[config.mk]
export PLATFORM = sky130hd
export DESIGN_NAME = ecad_arc_unit
export DESIGN_NICKNAME = d
export VERILOG_FILES = /design/src/hw/rtl/ecad_pkg.sv /design/src/hw/rtl/ecad_arc_unit.sv
export SDC_FILE = /design/constraint.sdc
export NUM_CORES = 1
export LEC_CHECK = 0
export ABC_AREA = 1
export BUFFER_PORTS_ARGS = -buffer_cell sky130_fd_sc_hd__buf_2
export CAP_MARGIN = 20
export CORE_MARGIN = 1.5
export CORE_UTILIZATION = 35
export DETAILED_ROUTE_END_ITERATION = 10
export PLACE_DENSITY_LB_ADDON = 0.2
export SYNTH_ARGS = -nofsm -noshare
export SYNTH_HDL_FRONTEND = slang
export SYNTH_SLANG_ARGS = --single-unit
[constraint.sdc]
create_clock -name clk_i -period 12.85 [get_ports clk_i]
set_clock_uncertainty 0.15 [all_clocks]
set_input_delay 0.6425 -clock clk_i [delete_from_list [all_inputs] [get_ports clk_i]]
set_output_delay 0.6425 -clock clk_i [all_outputs]
set_load 0.02 [all_outputs]
[src/hw/rtl/ecad_pkg.sv]
package ecad_pkg;

  // surface geometry and timestamp width
  localparam int MAX_WIDTH  = 256;
  localparam int MAX_HEIGHT = 256;
  localparam int TS_BITS    = 32;

  localparam int XW    = $clog2(MAX_WIDTH);
  localparam int YW    = $clog2(MAX_HEIGHT);
  localparam int AW    = 1 + XW + YW;
  localparam int DEPTH = 2 * MAX_HEIGHT * MAX_WIDTH;

  // coordinate arithmetic width, holds any pixel, register or surface size
  localparam int CW = 12;

  localparam int BORDER   = 4;
  localparam int RING3_N  = 16;
  localparam int RING4_N  = 20;
  localparam int RING_MAX = RING4_N;
  localparam int RIW      = $clog2(RING_MAX + 1);
  localparam int R3W      = $clog2(RING3_N);

  localparam int ARC3_MIN = 3;
  localparam int ARC3_MAX = 6;
  localparam int ARC4_MIN = 4;
  localparam int ARC4_MAX = 8;

  // register indexes, decoded from paddr[2]
  localparam logic REG_WIDTH  = 1'b0;
  localparam logic REG_HEIGHT = 1'b1;

  localparam logic [8:0] WIDTH_RST  = 9'd240;
  localparam logic [8:0] HEIGHT_RST = 9'd180;

  typedef logic signed [3:0] ofs_t;

  localparam ofs_t R3_DX [RING3_N] = '{
    4'sd0, 4'sd1, 4'sd2, 4'sd3, 4'sd3, 4'sd3, 4'sd2, 4'sd1,
    4'sd0, -4'sd1, -4'sd2, -4'sd3, -4'sd3, -4'sd3, -4'sd2, -4'sd1};
  localparam ofs_t R3_DY [RING3_N] = '{
    4'sd3, 4'sd3, 4'sd2, 4'sd1, 4'sd0, -4'sd1, -4'sd2, -4'sd3,
    -4'sd3, -4'sd3, -4'sd2, -4'sd1, 4'sd0, 4'sd1, 4'sd2, 4'sd3};

  localparam ofs_t R4_DX [RING4_N] = '{
    4'sd0, 4'sd1, 4'sd2, 4'sd3, 4'sd4, 4'sd4, 4'sd4, 4'sd3,
    4'sd2, 4'sd1, 4'sd0, -4'sd1, -4'sd2, -4'sd3, -4'sd4, -4'sd4,
    -4'sd4, -4'sd3, -4'sd2, -4'sd1};
  localparam ofs_t R4_DY [RING4_N] = '{
    4'sd4, 4'sd4, 4'sd3, 4'sd2, 4'sd1, 4'sd0, -4'sd1, -4'sd2,
    -4'sd3, -4'sd4, -4'sd4, -4'sd4, -4'sd3, -4'sd2, -4'sd1, 4'sd0,
    4'sd1, 4'sd2, 4'sd3, 4'sd4};

  // sequencer to arc unit
  typedef struct packed {
    logic load;   // shift in read word
    logic eval;   // build threshold mask, rotate ring
    logic check;  // test registered mask
    logic clear;  // drop found flag
    logic ring4;  // outer ring selected
  } arc_ctrl_t;

endpackage

[src/hw/rtl/ecad_arc_unit.sv]
module ecad_arc_unit import ecad_pkg::*; (
  input  logic               clk_i,
  input  logic               rst_ni,
  input  arc_ctrl_t          ctrl_i,
  input  logic [TS_BITS-1:0] rdata_i,
  output logic               found_o
);

  logic [TS_BITS-1:0]  vals_q [RING_MAX];
  logic [TS_BITS-1:0]  vals_d [RING_MAX];
  logic [TS_BITS-1:0]  ins;
  logic [RING_MAX-1:0] mask_q, mask_d;
  logic [RING_MAX-1:0] rise;
  logic [RIW-1:0]      last_idx, ring_n, arc_min, arc_max, ones;
  logic                found_q, arc_ok, prev0;

  assign last_idx = ctrl_i.ring4 ? RIW'(RING4_N - 1) : RIW'(RING3_N - 1);
  assign ring_n   = ctrl_i.ring4 ? RIW'(RING4_N) : RIW'(RING3_N);
  assign arc_min  = ctrl_i.ring4 ? RIW'(ARC4_MIN) : RIW'(ARC3_MIN);
  assign arc_max  = ctrl_i.ring4 ? RIW'(ARC4_MAX) : RIW'(ARC3_MAX);
  assign ins      = ctrl_i.load ? rdata_i : vals_q[0];

  // ring words shift toward slot 0: loading fills the ring, eval rotates it
  always_comb begin
    vals_d = vals_q;
    if (ctrl_i.load || ctrl_i.eval) begin
      for (int i = 0; i < RING_MAX; i++) begin
        if (i == int'(last_idx)) begin
          vals_d[i] = ins;
        end else begin
          vals_d[i] = vals_q[(i + 1) % RING_MAX];
        end
      end
    end
  end

  // points at least as new as the current threshold point
  always_comb begin
    for (int i = 0; i < RING_MAX; i++) begin
      mask_d[i] = (i < int'(ring_n)) && (vals_q[i] >= vals_q[0]);
    end
  end

  // mask is a valid arc when it is one circular run of allowed length
  assign prev0 = ctrl_i.ring4 ? mask_q[RING4_N-1] : mask_q[RING3_N-1];
  always_comb begin
    ones = '0;
    for (int i = 0; i < RING_MAX; i++) begin
      ones = ones + RIW'(mask_q[i]);
    end
    rise[0] = mask_q[0] & ~prev0;
    for (int i = 1; i < RING_MAX; i++) begin
      rise[i] = mask_q[i] & ~mask_q[i-1];
    end
  end

  assign arc_ok = (ones >= arc_min) && (ones <= arc_max) && (rise != '0) &&
                  ((rise & (rise - RING_MAX'(1))) == '0);

  always_ff @(posedge clk_i or negedge rst_ni) begin
    if (!rst_ni) begin
      found_q <= 1'b0;
    end else if (ctrl_i.clear) begin
      found_q <= 1'b0;
    end else if (ctrl_i.check && arc_ok) begin
      found_q <= 1'b1;
    end
  end

  always_ff @(posedge clk_i) begin
    vals_q <= vals_d;
    if (ctrl_i.eval) begin
      mask_q <= mask_d;
    end
  end

  assign found_o = found_q | (ctrl_i.check & arc_ok);

endmodule

==> reports/summary.txt <==
===========================================================================================
Fill cell count                                                                        9516
Unrepaired setup endpoints after global routing                                          no
Internal Pwr Total                                                                 4.560 mW
Area inside the core boundary                                                    100300 µm²
Worst skew pair latency                                                             0.66 ns
Standard cell with the maximum stage delay on the critical path                        fa_1
Number of pins exceeding their max-slew limit in the final report                         0
TritonCTS clock tree                                                                  built
Critical path buffers and inverters                                                       5
Post-Synthesis Net Count                                                               3647
Synthesized flop and latch total                                                        660
Vias in the first global route                                                        21340
Post-DP HPWL                                                                       65470 µm
Max H-tree Level                                                                          3
Number of warnings printed during yosys synthesis                                         0
Cell types with the largest area share after synthesis                         edfxtp_1 (56%), ha_1 (22%), nand2_1 (5.5%)
Top cell family by delay on the critical path                                   adder cells
Via count                                                                             22630
Number of nets with antenna violations after routing                                      0
Fraction of registers with async set/reset                                          0.1515%
CP Data Arrival Time                                                                5.72 ns
Max-slew headroom                                                                    24.76%
Main flop type after synthesis                                                     edfxtp_1
Standard cell area after detailed placement                                       37550 µm²
Largest net degree at the start of global routing                                       159
Series of cell instances along the critical path                               inv_1, fa_1, fa_1, fa_1, fa_1, fa_1, inv_1, ha_1, fa_1, xor2_1, ha_1, inv_1, nand4_1, nand2_1, nand2_1, inv_1, nand2_1, nor2_1, nand3_1, nor2_1, nand3_2, nand2_1, buf_2
Distinct cell type count of the synthesized netlist                                      39
Startpoint Class                                                                  flip-flop
Fraction of the cycle the final worst path needs                                     50.70%
Count of final hold-check violations                                                      0
Horizontal die dimension                                                           321.5 µm
Number of vias per cell after detailed routing                                        5.001
Post-layout min period                                                             6.516 ns
Post-synthesis sequential area ratio                                                 55.82%
Worst Setup Path Type                                                          flip-flop to output port
Clock root cell                                                                   clkbuf_16
Switching pwr                                                                      2.128 mW
Endpoints failing setup                                                                   0
RePlAce Congestion                                                                   0.8206
Comb pwr share                                                                        24.2%
Number of buffers on the longest clock path                                               3
Number of maximum-capacitance violations                                                  0
Number of design-rule violations left by the first detailed-router iteration           1941
Initial antenna violation count                                                           8
Global-route wire length before repair                                            136700 µm
Area Overhead vs Synth                                                               12.98%
All-layer global routing usage                                                       17.75%
Ratio of cells with drive above 1 in the final layout                                6.282%
Maximum cell stage delay along the critical path                                    0.53 ns
Seq pwr share                                                                         42.6%
Synthesized area divided by synthesized cell count                                11.94 µm²
Critical Path Fanout Max                                                                  3
Die span in y                                                                      321.5 µm
Power density relative to cell area                                            166.8 nW/µm²
Final routed DRC violation total                                                          0
Peak ir drop on the vdd network                                                   0.2194 mV
Most Frequent Cell on Critical Path                                                    fa_1
Number of synthesized flops with an enable pin                                          659
Setup crit end kind                                                             output port
Share of the synthesized area in the top cell type                                   55.75%
Number of buffers created by CTS                                                         79
Number of detailed-route iterations in the first pass                                     5
Cells after synthesis                                                                  2973
Largest area contributor in the netlist                                            edfxtp_1
Required time of the worst setup path                                              12.06 ns
Sw frac                                                                              31.82%
Post-Route WL                                                                      91570 µm
Most instantiated library cell after synthesis                                     edfxtp_1
Effective utilization at floorplan                                                   35.39%
Power consumption                                                                  6.689 mW
Most used standard cells in the synthesized netlist                            edfxtp_1 (659), ha_1 (622), nand2_1 (523)
Static leakage                                                                     17.10 nW
Total overflow reported by the global router                                              0
Mapped Area                                                                       35500 µm²
Total negative slack for setup checks                                                  0 ns
Tightest Pin Transition                                                            1.113 ns
Port Buffer Count                                                                        39
# clock sinks                                                                           660
Total number of nets in the final design                                               3779
CTS clock-pin slew for the worst setup and hold paths                               0.06 ns
Clock network fraction of design power                                                33.2%
Rows                                                                                    116
Die outline area                                                                 103300 µm²
Layout Utilization                                                                   39.99%
Detail-routed net length per standard cell                                         20.24 µm
Number of top-level design ports                                                         40
Antenna diode instance count                                                              0
F_max                                                                             153.5 MHz
Hold Path Class                                                                input port to asynchronous set/reset pin
Run status                                                                     finished, final reports clean
Final std cell area, no fill                                                      40100 µm²
===========================================================================================
-- logic make-up after synthesis --
family,synth area share (%)
xor gates and xnor gates,0.02468
muxes,0.02820
DFF,55.82
buffers and inverters,3.095
and+or+nand+nor,9.912
AOI/OAI and AO/OA,8.460
adders and majority gates,22.66
-- power groups by stage --
stage          Combinational, mW  Sequential, mW  Clock [mW]
6_report                    1.62            2.85        2.22
3_5_place_dp                1.63            2.89           0
3_3_place_gp                1.60            2.89           0
2_1_floorplan               1.17            2.84           0
4_1_cts                     1.64            2.85        2.28
5_1_grt                     1.90            2.88        2.36
-- area by class of cell --
cell class                 instances  area, µm²  area share [%]
clock buffer                      97       2066           5.151
clock inverter                    47      467.9           1.167
inverter                         269       1012           2.524
multi-input combinational       2023      14590           36.37
sequential                       660      19810           49.41
tap                             1357       1698           4.234
timing repair buffer              72      460.4           1.148
-- state kept, by name (all words and copies together) (netlist names) --
signal	count
vals_q	640
found_q	1
mask_q	19
-- cells in the final DEF, fill, tap and decap left out, drive strengths merged --
master / n
nor4: 15
a211oi: 15
fa: 13
ha: 622
o21ai: 185
o21bai: 1
o211ai: 20
nand2: 531
o221ai: 8
dfrtp: 1
o31ai: 15
mux2i: 1
edfxtp: 659
nor3: 56
and3: 5
nand3b: 1
a31oi: 3
bufinv: 6
clkbuf: 97
buf: 70
nor2: 89
o21a: 10
xor2: 1
nor4b: 1
and2: 1
a21oi: 305
or2: 1
dlygate4sd3: 2
nand3: 55
clkinv: 37
nand4: 69
inv: 273
-- metal layers --
| metal | vias up | global-route usage [%] | part of all wire [%] |
|---|---|---|---|
| li1 | 11240 | - | - |
| met1 | 10760 | 26.60 | 50 |
| met2 | 504 | 25.64 | 42 |
| met3 | 121 | 3.408 | 5.8 |
| met4 | 8 | 5.472 | 2.7 |
| met5 | - | 0 | 0.040 |
-- metrics by stage --
stage,hold WS (ns),instances,worst slack (ns)
floorplan,0.1969,2973,3.687
global placement,0.2672,4379,7.016
detailed placement,0.2697,4379,6.962
CTS,0.1171,4525,6.280
global route,0.1437,4525,5.977
finish,0.1569,4525,6.334
-- path summary, 6_finish.rpt --
path / from / end / slack, ns / cells past startpoint
worst max-delay path: mask_q[15]$_DFFE_PP_ / found_o / 6.33 / 23
worst min-delay path: rst_ni / found_q$_DFFE_PN0P_ / 0.16 / 2
worst max register to register: mask_q[15]$_DFFE_PP_ / found_q$_DFFE_PN0P_ / 7.65 / 22
worst min register to register: vals_q[375]$_DFFE_PP_ / vals_q[407]$_DFFE_PP_ / 0.29 / 0
max in group asynchronous: rst_ni / found_q$_DFFE_PN0P_ / 12.31 / 2
min in group clk_i: rdata_i[14] / vals_q[14]$_DFFE_PP_ / 0.26 / 3
-- timing repair --
item	4_1_cts	5_1_grt
buffers inserted	0	0
hold endpoints to repair	2	0
hold buffers	2	0
resized for setup	0	0
(Power assumes the default switching activity.)
